$ cat src/rtl/core/bounded_array_list_engine_defines.svh
// Assertion helpers for the array list engine.
`ifndef BOUNDED_ARRAY_LIST_ENGINE_DEFINES_SVH
`define BOUNDED_ARRAY_LIST_ENGINE_DEFINES_SVH

// Check that the consequent holds in the same cycle as the antecedent.
`define BALE_ASSERT_IMP(label, clk, rst_n, ante, cons, msg) \
    label: assert property (@(posedge clk) disable iff (!rst_n) (ante) |-> (cons)) \
        else $error(msg);

// Check that the consequent holds in the cycle after the antecedent.
`define BALE_ASSERT_NEXT(label, clk, rst_n, ante, cons, msg) \
    label: assert property (@(posedge clk) disable iff (!rst_n) (ante) |=> (cons)) \
        else $error(msg);

`endif

$ cat src/rtl/core/bale_pkg.sv
package bale_pkg;

    // Field widths
    localparam int DATA_W   = 32;
    localparam int TYPE_W   = 4;
    localparam int POS_W    = 5;
    localparam int STATUS_W = 2;
    localparam int IDX_W    = 4;
    localparam int COUNT_W  = 5;

    localparam int DEPTH_DEFAULT = 16;

    // Request codes
    localparam logic [TYPE_W-1:0] REQ_APPEND     = 4'd0;
    localparam logic [TYPE_W-1:0] REQ_INSERT_AT  = 4'd1;
    localparam logic [TYPE_W-1:0] REQ_INSERT_ORD = 4'd2;
    localparam logic [TYPE_W-1:0] REQ_GET        = 4'd3;
    localparam logic [TYPE_W-1:0] REQ_SET        = 4'd4;
    localparam logic [TYPE_W-1:0] REQ_FIND       = 4'd5;
    localparam logic [TYPE_W-1:0] REQ_REMOVE_VAL = 4'd6;
    localparam logic [TYPE_W-1:0] REQ_REMOVE_AT  = 4'd7;
    localparam logic [TYPE_W-1:0] REQ_BSEARCH    = 4'd8;
    localparam logic [TYPE_W-1:0] REQ_CLEAR      = 4'd9;

    // Status codes
    localparam logic [STATUS_W-1:0] ST_OK       = 2'd0;
    localparam logic [STATUS_W-1:0] ST_FULL     = 2'd1;
    localparam logic [STATUS_W-1:0] ST_BADPOS   = 2'd2;
    localparam logic [STATUS_W-1:0] ST_NOTFOUND = 2'd3;

    typedef struct packed {
        logic [TYPE_W-1:0]        req_type;
        logic signed [DATA_W-1:0] value;
        logic [POS_W-1:0]         position;
    } req_t;

    typedef struct packed {
        logic [STATUS_W-1:0]      status;
        logic signed [DATA_W-1:0] data_out;
        logic [IDX_W-1:0]         index_out;
        logic [COUNT_W-1:0]       item_count;
    } rsp_t;

endpackage

$ cat src/rtl/core/bale_stream_if.sv
interface bale_stream_if #(
    parameter type payload_t = logic
);
    logic     valid;
    logic     ready;
    payload_t data;

    modport source (
        output valid,
        output data,
        input  ready
    );

    modport sink (
        input  valid,
        input  data,
        output ready
    );
endinterface

$ cat src/rtl/core/bounded_array_list_engine.sv
// Fixed-capacity array list of up to DEPTH signed 32-bit words. One request is
// taken while the engine is idle; it then runs on a small sequencer around an
// element memory with one write port and one registered read port, and the
// result goes to an output register that holds it until the sink takes it,
// while the next request may already be accepted. Clear, set, append, unknown
// codes and rejected requests go straight to the output step; get does one
// read; find reads and compares each entry from the front until a hit or the
// end; remove_at and remove_value then move each later entry down one place;
// insert_at and insert_ordered move entries up one place from the end until
// the slot is reached; binary search probes until a hit or an empty window
// (at most log2(DEPTH)+1 probes). A finished request waits while the sink
// holds off the previous result. Every step is set by the one memory read
// port and its registered read. The memory needs no clearing after reset,
// since only entries below the count are read.
`include "bounded_array_list_engine_defines.svh"

module bounded_array_list_engine
    import bale_pkg::*;
#(
    parameter int DEPTH = DEPTH_DEFAULT
)
(
    input  logic                clk,
    input  logic                rst_n,
    bale_stream_if.sink         req,
    bale_stream_if.source       rsp
);

    localparam int CW   = $clog2(DEPTH + 1);
    localparam int AW   = $clog2(DEPTH);
    localparam int CMPW = (CW > POS_W) ? CW : POS_W;

    typedef enum logic [3:0] {
        S_IDLE,
        S_GET_RD,
        S_RM_AT,
        S_SHIFT_RD,
        S_SHIFT_WR,
        S_FIND_RD,
        S_FIND_CMP,
        S_INS_RD,
        S_INS_CMP,
        S_BS_RD,
        S_BS_CMP,
        S_DONE
    } state_t;

    state_t                   state_reg, state_next;
    logic [TYPE_W-1:0]        op_reg, op_next;
    logic signed [DATA_W-1:0] value_reg, value_next;
    logic [CMPW-1:0]          pos_reg, pos_next;
    logic [CW-1:0]            count_reg, count_next;
    logic [CW-1:0]            ptr_reg, ptr_next;
    logic [CW-1:0]            lo_reg, lo_next;
    logic [CW-1:0]            hi_reg, hi_next;
    logic [CW-1:0]            mid_reg, mid_next;
    logic [STATUS_W-1:0]      status_reg, status_next;
    logic signed [DATA_W-1:0] data_reg, data_next;
    logic [IDX_W-1:0]         idx_reg, idx_next;
    logic                     out_valid_reg, out_valid_next;
    rsp_t                     out_reg, out_next;

    // Element memory: one write port, one registered read port
    logic [DATA_W-1:0]        mem [DEPTH];
    logic signed [DATA_W-1:0] rdata_reg;
    logic                     wr_en;
    logic [AW-1:0]            wr_addr;
    logic [DATA_W-1:0]        wr_data;
    logic [AW-1:0]            rd_addr;

    logic                     req_xfer;
    logic [CMPW-1:0]          req_pos;
    logic [CMPW-1:0]          count_ext;
    logic [CMPW-1:0]          ptr_ext;
    logic [CW-1:0]            ptr_inc;
    logic [CW-1:0]            ptr_dec;
    logic [CW-1:0]            mid_calc;
    logic                     full;

    assign req_xfer  = req.valid && req.ready;
    assign req.ready = (state_reg == S_IDLE);
    assign req_pos   = CMPW'(req.data.position);
    assign count_ext = CMPW'(count_reg);
    assign ptr_ext   = CMPW'(ptr_reg);
    assign ptr_inc   = ptr_reg + 1'b1;
    assign ptr_dec   = ptr_reg - 1'b1;
    assign mid_calc  = lo_reg + ((hi_reg - lo_reg - 1'b1) >> 1);
    assign full      = (count_reg == CW'(DEPTH));

    assign rsp.valid = out_valid_reg;
    assign rsp.data  = out_reg;

    // Memory write and registered read
    always_ff @(posedge clk)
    begin
        if (wr_en)
        begin
            mem[wr_addr] <= wr_data;
        end
        rdata_reg <= mem[rd_addr];
    end

    // Sequencer next state
    always_comb
    begin
        state_next     = state_reg;
        op_next        = op_reg;
        value_next     = value_reg;
        pos_next       = pos_reg;
        count_next     = count_reg;
        ptr_next       = ptr_reg;
        lo_next        = lo_reg;
        hi_next        = hi_reg;
        mid_next       = mid_reg;
        status_next    = status_reg;
        data_next      = data_reg;
        idx_next       = idx_reg;
        out_valid_next = out_valid_reg;
        out_next       = out_reg;
        wr_en          = 1'b0;
        wr_addr        = ptr_reg[AW-1:0];
        wr_data        = value_reg;
        rd_addr        = ptr_reg[AW-1:0];

        // Drop the result once the sink takes it
        if (out_valid_reg && rsp.ready)
        begin
            out_valid_next = 1'b0;
        end

        case (state_reg)
            S_IDLE:
            begin
                if (req_xfer)
                begin
                    op_next     = req.data.req_type;
                    value_next  = req.data.value;
                    pos_next    = req_pos;
                    status_next = ST_OK;
                    data_next   = '0;
                    idx_next    = '0;
                    state_next  = S_DONE;
                    case (req.data.req_type)
                        REQ_APPEND:
                        begin
                            if (full)
                            begin
                                status_next = ST_FULL;
                            end
                            else
                            begin
                                wr_en      = 1'b1;
                                wr_addr    = count_reg[AW-1:0];
                                wr_data    = req.data.value;
                                data_next  = req.data.value;
                                idx_next   = IDX_W'(count_reg);
                                count_next = count_reg + 1'b1;
                            end
                        end
                        REQ_INSERT_AT, REQ_INSERT_ORD:
                        begin
                            if (full)
                            begin
                                status_next = ST_FULL;
                            end
                            else if (req.data.req_type == REQ_INSERT_AT &&
                                     req_pos > count_ext)
                            begin
                                status_next = ST_BADPOS;
                            end
                            else
                            begin
                                ptr_next   = count_reg;
                                state_next = S_INS_RD;
                            end
                        end
                        REQ_GET, REQ_SET, REQ_REMOVE_AT:
                        begin
                            if (req_pos >= count_ext)
                            begin
                                status_next = ST_BADPOS;
                            end
                            else if (req.data.req_type == REQ_SET)
                            begin
                                wr_en     = 1'b1;
                                wr_addr   = req_pos[AW-1:0];
                                wr_data   = req.data.value;
                                data_next = req.data.value;
                                idx_next  = IDX_W'(req_pos);
                            end
                            else
                            begin
                                rd_addr = req_pos[AW-1:0];
                                if (req.data.req_type == REQ_GET)
                                begin
                                    state_next = S_GET_RD;
                                end
                                else
                                begin
                                    state_next = S_RM_AT;
                                end
                            end
                        end
                        REQ_FIND, REQ_REMOVE_VAL:
                        begin
                            ptr_next   = '0;
                            state_next = S_FIND_RD;
                        end
                        REQ_BSEARCH:
                        begin
                            lo_next    = '0;
                            hi_next    = count_reg;
                            state_next = S_BS_RD;
                        end
                        REQ_CLEAR:
                        begin
                            count_next = '0;
                        end
                        default:
                        begin
                            state_next = S_DONE;
                        end
                    endcase
                end
            end

            S_GET_RD:
            begin
                data_next  = rdata_reg;
                idx_next   = IDX_W'(pos_reg);
                state_next = S_DONE;
            end

            S_RM_AT:
            begin
                data_next  = rdata_reg;
                idx_next   = IDX_W'(pos_reg);
                ptr_next   = pos_reg[CW-1:0];
                state_next = S_SHIFT_RD;
            end

            // Close the gap: move entry ptr+1 down to ptr
            S_SHIFT_RD:
            begin
                if (ptr_inc < count_reg)
                begin
                    rd_addr    = ptr_inc[AW-1:0];
                    state_next = S_SHIFT_WR;
                end
                else
                begin
                    count_next = count_reg - 1'b1;
                    state_next = S_DONE;
                end
            end

            S_SHIFT_WR:
            begin
                wr_en      = 1'b1;
                wr_data    = rdata_reg;
                ptr_next   = ptr_inc;
                state_next = S_SHIFT_RD;
            end

            // Linear scan for the first match
            S_FIND_RD:
            begin
                if (ptr_reg < count_reg)
                begin
                    state_next = S_FIND_CMP;
                end
                else
                begin
                    status_next = ST_NOTFOUND;
                    state_next  = S_DONE;
                end
            end

            S_FIND_CMP:
            begin
                if (rdata_reg == value_reg)
                begin
                    data_next = value_reg;
                    idx_next  = IDX_W'(ptr_reg);
                    if (op_reg == REQ_REMOVE_VAL)
                    begin
                        state_next = S_SHIFT_RD;
                    end
                    else
                    begin
                        state_next = S_DONE;
                    end
                end
                else
                begin
                    ptr_next   = ptr_inc;
                    state_next = S_FIND_RD;
                end
            end

            // Open the gap: move entry ptr-1 up to ptr until the slot is found
            S_INS_RD:
            begin
                if (ptr_reg == '0 || (op_reg == REQ_INSERT_AT && ptr_ext == pos_reg))
                begin
                    wr_en      = 1'b1;
                    data_next  = value_reg;
                    idx_next   = IDX_W'(ptr_reg);
                    count_next = count_reg + 1'b1;
                    state_next = S_DONE;
                end
                else
                begin
                    rd_addr    = ptr_dec[AW-1:0];
                    state_next = S_INS_CMP;
                end
            end

            S_INS_CMP:
            begin
                wr_en = 1'b1;
                if (op_reg == REQ_INSERT_ORD && rdata_reg <= value_reg)
                begin
                    data_next  = value_reg;
                    idx_next   = IDX_W'(ptr_reg);
                    count_next = count_reg + 1'b1;
                    state_next = S_DONE;
                end
                else
                begin
                    wr_data    = rdata_reg;
                    ptr_next   = ptr_dec;
                    state_next = S_INS_RD;
                end
            end

            // Binary search over the half-open window [lo, hi)
            S_BS_RD:
            begin
                if (lo_reg < hi_reg)
                begin
                    rd_addr    = mid_calc[AW-1:0];
                    mid_next   = mid_calc;
                    state_next = S_BS_CMP;
                end
                else
                begin
                    status_next = ST_NOTFOUND;
                    state_next  = S_DONE;
                end
            end

            S_BS_CMP:
            begin
                if (rdata_reg == value_reg)
                begin
                    data_next  = value_reg;
                    idx_next   = IDX_W'(mid_reg);
                    state_next = S_DONE;
                end
                else
                begin
                    if (rdata_reg < value_reg)
                    begin
                        lo_next = mid_reg + 1'b1;
                    end
                    else
                    begin
                        hi_next = mid_reg;
                    end
                    state_next = S_BS_RD;
                end
            end

            // Load the output register once it is free
            S_DONE:
            begin
                if (!out_valid_reg || rsp.ready)
                begin
                    out_next.status     = status_reg;
                    out_next.data_out   = data_reg;
                    out_next.index_out  = idx_reg;
                    out_next.item_count = COUNT_W'(count_reg);
                    out_valid_next      = 1'b1;
                    state_next          = S_IDLE;
                end
            end

            default:
            begin
                state_next = S_IDLE;
            end
        endcase
    end

    // State and registered outputs
    always_ff @(posedge clk or negedge rst_n)
    begin
        if (!rst_n)
        begin
            state_reg     <= S_IDLE;
            op_reg        <= '0;
            value_reg     <= '0;
            pos_reg       <= '0;
            count_reg     <= '0;
            ptr_reg       <= '0;
            lo_reg        <= '0;
            hi_reg        <= '0;
            mid_reg       <= '0;
            status_reg    <= ST_OK;
            data_reg      <= '0;
            idx_reg       <= '0;
            out_valid_reg <= 1'b0;
            out_reg       <= '0;
        end
        else
        begin
            state_reg     <= state_next;
            op_reg        <= op_next;
            value_reg     <= value_next;
            pos_reg       <= pos_next;
            count_reg     <= count_next;
            ptr_reg       <= ptr_next;
            lo_reg        <= lo_next;
            hi_reg        <= hi_next;
            mid_reg       <= mid_next;
            status_reg    <= status_next;
            data_reg      <= data_next;
            idx_reg       <= idx_next;
            out_valid_reg <= out_valid_next;
            out_reg       <= out_next;
        end
    end

    // Checks
    `BALE_ASSERT_IMP(a_count_bound, clk, rst_n, 1'b1, count_reg <= CW'(DEPTH),
        "count above depth")
    `BALE_ASSERT_NEXT(a_clear_empties, clk, rst_n,
        req_xfer && req.data.req_type == REQ_CLEAR, count_reg == '0,
        "clear left entries")
    `BALE_ASSERT_IMP(a_full_count, clk, rst_n,
        rsp.valid && rsp.data.status == ST_FULL,
        rsp.data.item_count == COUNT_W'(DEPTH), "full reported below capacity")
    `BALE_ASSERT_IMP(a_fail_zero, clk, rst_n,
        rsp.valid && rsp.data.status != ST_OK,
        rsp.data.data_out == '0 && rsp.data.index_out == '0,
        "failed request carries data")

endmodule

$ cat src/flat_wrapper.sv
// flat-port wrapper written by rule: the top's interface ports become plain ports
module bounded_array_list_engine_flat import bale_pkg::*;
#(
    parameter int DEPTH = DEPTH_DEFAULT
)
  (clk, rst_n, req_valid, req_data, req_ready, rsp_valid, rsp_data, rsp_ready);
  bale_stream_if #(.payload_t(req_t)) req_i ();
  bale_stream_if #(.payload_t(rsp_t)) rsp_i ();
  input  logic clk;
  input  logic rst_n;
  input wire logic [$bits(req_i.valid)-1:0] req_valid;
  input wire logic [$bits(req_i.data)-1:0] req_data;
  output wire logic [$bits(req_i.ready)-1:0] req_ready;
  output wire logic [$bits(rsp_i.valid)-1:0] rsp_valid;
  output wire logic [$bits(rsp_i.data)-1:0] rsp_data;
  input wire logic [$bits(rsp_i.ready)-1:0] rsp_ready;
  assign req_i.valid = req_valid;
  assign req_i.data = req_data;
  assign req_ready = req_i.ready;
  assign rsp_valid = rsp_i.valid;
  assign rsp_data = rsp_i.data;
  assign rsp_i.ready = rsp_ready;
  bounded_array_list_engine #(.DEPTH(DEPTH)) u_core (.clk(clk), .rst_n(rst_n), .req(req_i), .rsp(rsp_i));
endmodule
$ cat config.mk
export PLATFORM = sky130hd
export DESIGN_NAME = bounded_array_list_engine_flat
export DESIGN_NICKNAME = d
export VERILOG_FILES = /design/src/rtl/core/bale_pkg.sv /design/src/rtl/core/bale_stream_if.sv /design/src/rtl/core/bounded_array_list_engine.sv /design/src/flat_wrapper.sv
export VERILOG_INCLUDE_DIRS = /design/src /design/src/rtl/core
export SDC_FILE = /design/constraint.sdc
export NUM_CORES = 1
export LEC_CHECK = 0
export BUFFER_PORTS_ARGS = -buffer_cell sky130_fd_sc_hd__buf_2
export CORE_MARGIN = 1
export CORE_UTILIZATION = 50
export DETAILED_ROUTE_END_ITERATION = 10
export PLACE_DENSITY = 0.67
export SYNTH_ARGS = -nofsm -noshare
export SYNTH_HDL_FRONTEND = slang
export SYNTH_SLANG_ARGS = --single-unit
$ cat constraint.sdc
create_clock -name clk -period 6.5 [get_ports clk]
set_input_delay 0.325 -clock clk [delete_from_list [all_inputs] [get_ports clk]]
set_output_delay 0.325 -clock clk [all_outputs]
set_load 0.05 [all_outputs]
==> results of run 1 <==
stage by stage:
step | util | setup slack (ns)
finish | 0.5787 | 1.057
global route | 0.5787 | 0.8191
CTS | 0.5787 | 1.184
detailed placement | 0.5340 | 1.216
global placement | 0.5340 | 1.244
floorplan | - | 1.803
cells in the final DEF (no fill, tap or decap), types with 12 or more instances in the layout:
| cell | synthesis | layout |
|---|---|---|
| nor2_4 | 2 | 19 |
| nand3_1 | 145 | 144 |
| buf_2 | 35 | 88 |
| ha_1 | 63 | 63 |
| nand2b_1 | 16 | 16 |
| a21oi_1 | 104 | 102 |
| edfxtp_1 | 512 | 512 |
| xnor2_1 | 16 | 16 |
| a32oi_1 | 31 | 31 |
| clkinv_2 | 1 | 18 |
| inv_1 | 63 | 63 |
| a31oi_1 | 39 | 39 |
| a222oi_1 | 36 | 36 |
| nand2_1 | 364 | 363 |
| dlygate4sd3_1 | 0 | 31 |
| mux2_2 | 88 | 88 |
| buf_4 | 4 | 43 |
| o21ai_1 | 34 | 32 |
| dfrtp_1 | 152 | 152 |
| dfxtp_1 | 32 | 32 |
| clkbuf_1 | 89 | 19 |
| a22o_1 | 31 | 31 |
| clkbuf_16 | 0 | 75 |
| nor2b_1 | 14 | 14 |
| a221o_1 | 33 | 33 |
| a21o_1 | 51 | 51 |
| nor2_1 | 83 | 64 |
| o21ai_0 | 53 | 53 |
| nor3_1 | 17 | 16 |
| nand4_1 | 12 | 12 |
| mux2i_1 | 101 | 101 |
critical path: cells and delay by family, from the launching register on:
kind	cells	cell delay, ns
flip-flops	1	0.67
AO/OA/AOI/OAI	4	1.32
buffers and inverters	2	0.72
AND/OR/NAND/NOR	6	2.21
adder cells (fa/ha/maj)	1	0.36
area by class of cell:
cell class	count	area, sq um
multi-input combinational	1465	9872
clock inverter	37	315.3
fill	4710	25050
clock buffer	100	2031
inverter	64	241.5
timing repair buffer	167	1165
tap	773	967.2
sequential	696	19820
routing by layer:
layer	global-route usage	up-vias	wire [um]
met4	0.08802	0	2114
li1	-	9111	-
met2	0.3995	995	36670
met3	0.05988	151	8147
met5	0	-	0
met1	0.3835	10160	35290
what timing repair did:
action | in CTS | in global routing
resized for setup | 0 | 0
hold endpoints to repair | 106 | 0
hold buffers | 31 | 0
how the worst max path moves through the flow:
stage,endpoint,slack (ns),depth (start not counted)
after floorplan,u_core.mem[12][0]$_DFFE_PP_,1.80,12
after global placement,u_core.rdata_reg[28]$_DFF_P_,1.24,13
after detailed placement,u_core.rdata_reg[3]$_DFF_P_,1.22,13
after CTS,u_core.rdata_reg[29]$_DFF_P_,1.18,13
after global routing,u_core.rdata_reg[27]$_DFF_P_,0.82,13
final,u_core.rdata_reg[29]$_DFF_P_,1.06,13
cell families after synthesis:
kind of cell | after synthesis | share of synthesized area
AO/OA/AOI/OAI | 481 | 0.1120
AND/OR/NAND/NOR | 707 | 0.1060
flip-flops | 696 | 0.6526
adder cells (fa/ha/maj) | 65 | 0.02727
buffers and inverters | 208 | 0.02962
XOR/XNOR | 23 | 0.006633
multiplexers | 189 | 0.06591
==> results.txt, run 1 <==
First-pass GRT wire length = 124,300 um
Fin crit share = 0.8374
Largest net degree at the start of global routing = 85
Crit. Startpoint = u_core.count_ext[2]$_DFFE_PN0P_
CP endpoint kind = register
Cell chain of the critical path = inv_1, ha_1, a21oi_1, o221ai_1, nor4_4, nor2_2, or3_4, a221oi_4, and2_2, buf_4, nand3_1, nand4_1, o21ai_1
CTS tree = done
PortBufs = 89
Slew HR = 0.1496
CP max stage cell = and2_2
DRT antenna net count = 0
Status = finished clean
Finished Cell Area = 0.03441 sq mm
Max reg flops = 512
Clk sinks = 696
Worst hold start = req_data[32]
Share of layout cells above drive strength 1 = 0.1554
IO Pins = 90
TNS Setup = 0 ns
Initial antenna violation count = 0
Core area = 0.05946 sq mm
Final cell count without fillers = 3,302
Clk_lat worst skew = 0.63 ns
Syn. warnings = 0
FF+latch count, synth = 696
Mapped Cells = 2,369
GRT Total Usage = 0.2661
Routability cong. = 0.9166
Reported max-cap violation count = 0
Clock Path Buffers = 3
CP max stage delay = 0.84 ns
Skew final = 0.03443 ns
FP Rows = 89
Synthesized area = 0.03037 sq mm
Ys flop type = edfxtp_1
Worst-margin pin slew = 1.273 ns
Hold WS = 0.01267 ns
Final WL = 82,220 um
Fmax = 0.1837 GHz
Die Span X = 248.5 um
Area delta synth->final = 13.30%
Initial DRC count = 2,467
Post-synthesis sequential area ratio = 0.6526
Reg2reg start = u_core.count_ext[2]$_DFFE_PN0P_
Post-CTS Setup Inserts = 0
Post-synth EDFFs = 512
DP HPWL = 51,420 um
RSZ-0062 raised after global routing = no
CP startpoint kind = register
Root Driver = clkbuf_16
H-tree lvl count = 3
CP required = 7.00 ns
Area post-placement = 0.03175 sq mm
Crit path DAT = 5.94 ns
Die Span Y = 248.5 um
Vias in the first global route = 19,830
Vias = 20,420
Top cells by area, synth = edfxtp_1 (51%), dfrtp_1 (13%), nand2_1 (4.5%)
Crit path max fanout = 28
Fin. Hold Viols = 0
Final setup fails = 0
Worst R2R Path Depth = 13
Crit Reg-Reg Endpoint = u_core.rdata_reg[29]$_DFF_P_
Cell with the most instances after synthesis = edfxtp_1
Ant. Diodes = 0
Minimum clock period = 5.443 ns
Die ar. = 0.06173 sq mm
Fin nets = 2,578
Average size of a mapped cell = 12.82 sq um
DR DRC count = 0
Hold/Removal Path Class = in2reg
First drt pass iteration count = 9
Final Max Tran Viols = 0
Initial Util = 0.5108
CTS Buf Count = 74
Synth cell count leaders = edfxtp_1 (512), nand2_1 (364), dfrtp_1 (152)
Synth unique cells = 79
Top-area cell type share of the netlist area = 0.5062
Worst hold stages = 2
Vias/cell = 6.183
Hold Path End = u_core.value_reg[27]$_DFFE_PN0P_
R2R Setup Slk = 1.06 ns
Gr ovfl total = 0
Routed len/inst = 24.90 um
Area leader, netlist = edfxtp_1
Async SR Flop Fraction = 0.2184
Syn_nets = 2,479
CTS clk-pin slew, worst paths = 0.06 ns
Critical path class = reg2reg
Placed instance count = 3,134
Power of run 1 is left out: the tool's default activity adds up to more than one toggle a clock period on the data nets, which glitch-free logic cannot reach.
==> run 2: changes to the inputs <==
- clock period: 6.5 -> 5.64 ns (I/O delays scaled with it)
==> results.txt, run 2 (synthesized netlist as in run 1, its figures left out) <==
Status = finished clean
Area delta synth->final = 14.06%
Initial Util = 0.5108 (unchanged)
Final WL = 83,730 um (+1.8%)
Clock Path Buffers = 3 (unchanged)
Routed len/inst = 25.29 um (+1.6%)
Fin crit share = 0.9066 (+0.06922)
CP max stage delay = 0.78 ns (-0.06 ns)
PortBufs = 89 (unchanged)
Crit path max fanout = 26 (-7.1%)
Final Max Tran Viols = 0 (unchanged)
DRT antenna net count = 0 (unchanged)
Die Span X = 248.5 um (unchanged)
Skew final = 0.03255 ns (-0.001878 ns)
Hold/Removal Path Class = in2reg
Die Span Y = 248.5 um (unchanged)
Most frequent cells in the layout = edfxtp_1 (512), nand2_1 (363), dfrtp_1 (152)
Clk sinks = 696 (unchanged)
Cell mode on critical path = nand3_1
GRT Total Usage = 0.2705 (+0.004383)
Crit path DAT = 5.59 ns (-0.35 ns)
Initial antenna violation count = 0 (unchanged)
Vias in the first global route = 19,960 (+0.67%)
Initial DRC count = 2,594 (+5.1%)
Minimum clock period = 5.113 ns (-0.3298 ns)
Gr ovfl total = 0 (unchanged)
Register area = 0.01982 sq mm (unchanged)
Commonest non-fill, non-tap cell in the layout = edfxtp_1
DR DRC count = 0 (unchanged)
Fin nets = 2,588 (+0.39%)
Critical path class = reg2reg
Largest net degree at the start of global routing = 97 (+14%)
Finished Cell Area = 0.03464 sq mm (+0.67%)
Die ar. = 0.06173 sq mm (unchanged)
Clk_lat worst skew = 0.62 ns (about the same)
Area post-placement = 0.03187 sq mm (+0.35%)
Setup Slack @ Placement = 0.6492 ns (-0.5666 ns)
Fin. Hold Viols = 0 (unchanged)
Slew HR = 0.2291 (+0.07954)
Post-route setup slack = 0.5269 ns (-0.5302 ns)
IO Pins = 90 (unchanged)
Fill cells = 4,666 (-0.93%)
CP required = 6.12 ns (-0.88 ns)
Cell chain of the critical path = inv_1, ha_1, a21oi_1, o221ai_1, nor4_4, nor2_2, or3_4, a221oi_4, and2_2, buf_12, nand3_1, nand3_1, o21ai_1
Max reg flops = 512 (unchanged)
H-tree lvl count = 3 (unchanged)
CTS clk-pin slew, worst paths = 0.07 ns (about the same)
TNS Setup = 0 ns (unchanged)
DP HPWL = 50,540 um (-1.7%)
Ant. Diodes = 0 (unchanged)
CP endpoint kind = register
Fmax = 0.1956 GHz (+6.4%)
CTS Buf Count = 73 (-1.4%)
Post-CTS Setup Inserts = 0 (unchanged)
Worst-margin pin slew = 1.147 ns (-0.1258 ns)
Share of layout cells above drive strength 1 = 0.1600 (+0.004571)
Vias/cell = 6.208 (+0.41%)
CP max stage cell = and2_2
CTS tree = done
RSZ-0062 raised after global routing = no
Vias = 20,560 (+0.68%)
Hold WS = 0.03962 ns (+0.02695 ns)
First-pass GRT wire length = 126,600 um (+1.8%)
Multi-input logic area = 0.009866 sq mm (about the same)
CP startpoint kind = register
Core area = 0.05946 sq mm (unchanged)
Root Driver = clkbuf_16
Final setup fails = 0 (unchanged)
FP Rows = 89 (unchanged)
First drt pass iteration count = 7 (-2)
Reported max-cap violation count = 0 (unchanged)
Routability cong. = 0.8921 (-2.7%)
-- run 2: changes by cell type in the layout (fill, tap and decap cells not counted), moves of 2 or more --
cell	change
clkbuf_1	-6
buf_4	+5
bufinv_16	+5
clkinv_2	-5
buf_12	+4
clkinv_4	+4
inv_6	+3
clkinv_16	-2
dlygate4sd3_1	+2
-- run 2: final cells by class --
| class | instances | area share |
|---|---|---|
| flip-flops and latches | 696 | 0.5721 |
| multi-input cells | 1465 | 0.2848 |
| clock buffers | 93 | 0.05757 |
| repair buffers | 178 | 0.03760 |
| well taps | 773 | 0.02792 |
| clock inverters | 42 | 0.01300 |
| inverters | 64 | 0.006971 |
-- run 2: per-stage QoR --
step                instances  utilization
finish                   3311       0.5825
global route             3311       0.5825
CTS                      3311       0.5825
detailed placement       3143       0.5359
global placement         3143       0.5359
floorplan                2369            -
-- run 2: path summary, 6_finish.rpt --
path	startpoint	endpoint	slack, ns	cells after the start
min in group asynchronous	rst_n	u_core.rsp.data[3]$_DFFE_PN0P_	0.33	2
worst max-delay path	u_core.count_ext[2]$_DFFE_PN0P_	u_core.rdata_reg[8]$_DFF_P_	0.53	13
worst min register to register	u_core.idx_reg[1]$_DFFE_PN0P_	u_core.idx_reg[1]$_DFFE_PN0P_	0.49	1
worst max register to register	u_core.count_ext[2]$_DFFE_PN0P_	u_core.rdata_reg[8]$_DFF_P_	0.53	13
worst min-delay path	req_data[30]	u_core.value_reg[25]$_DFFE_PN0P_	0.04	2
max in group asynchronous	rst_n	u_core.data_reg[8]$_DFFE_PN0P_	3.94	3
-- run 2: what timing repair did --
| item | 4_1_cts | 5_1_grt |
|---|---|---|
| hold buffers | 33 | 0 |
| gates resized for setup | 0 | 0 |
| endpoints found under the hold margin | 128 | 0 |
-- run 2: routing by layer --
metal	track usage	share of wire
met3	0.04889	0.093
met2	0.4171	0.45
met4	0.06779	0.020
met1	0.3967	0.43
met5	0	0
-- run 2: critical path: cells and delay by family (launching register included) --
family | cells | cell delay, ns
AO/OA/AOI/OAI | 4 | 1.18
adder cells (fa/ha/maj) | 1 | 0.37
buffers and inverters | 2 | 0.54
flip-flops | 1 | 0.66
AND/OR/NAND/NOR | 6 | 2.20
Power of run 2 is left out for the same reason.
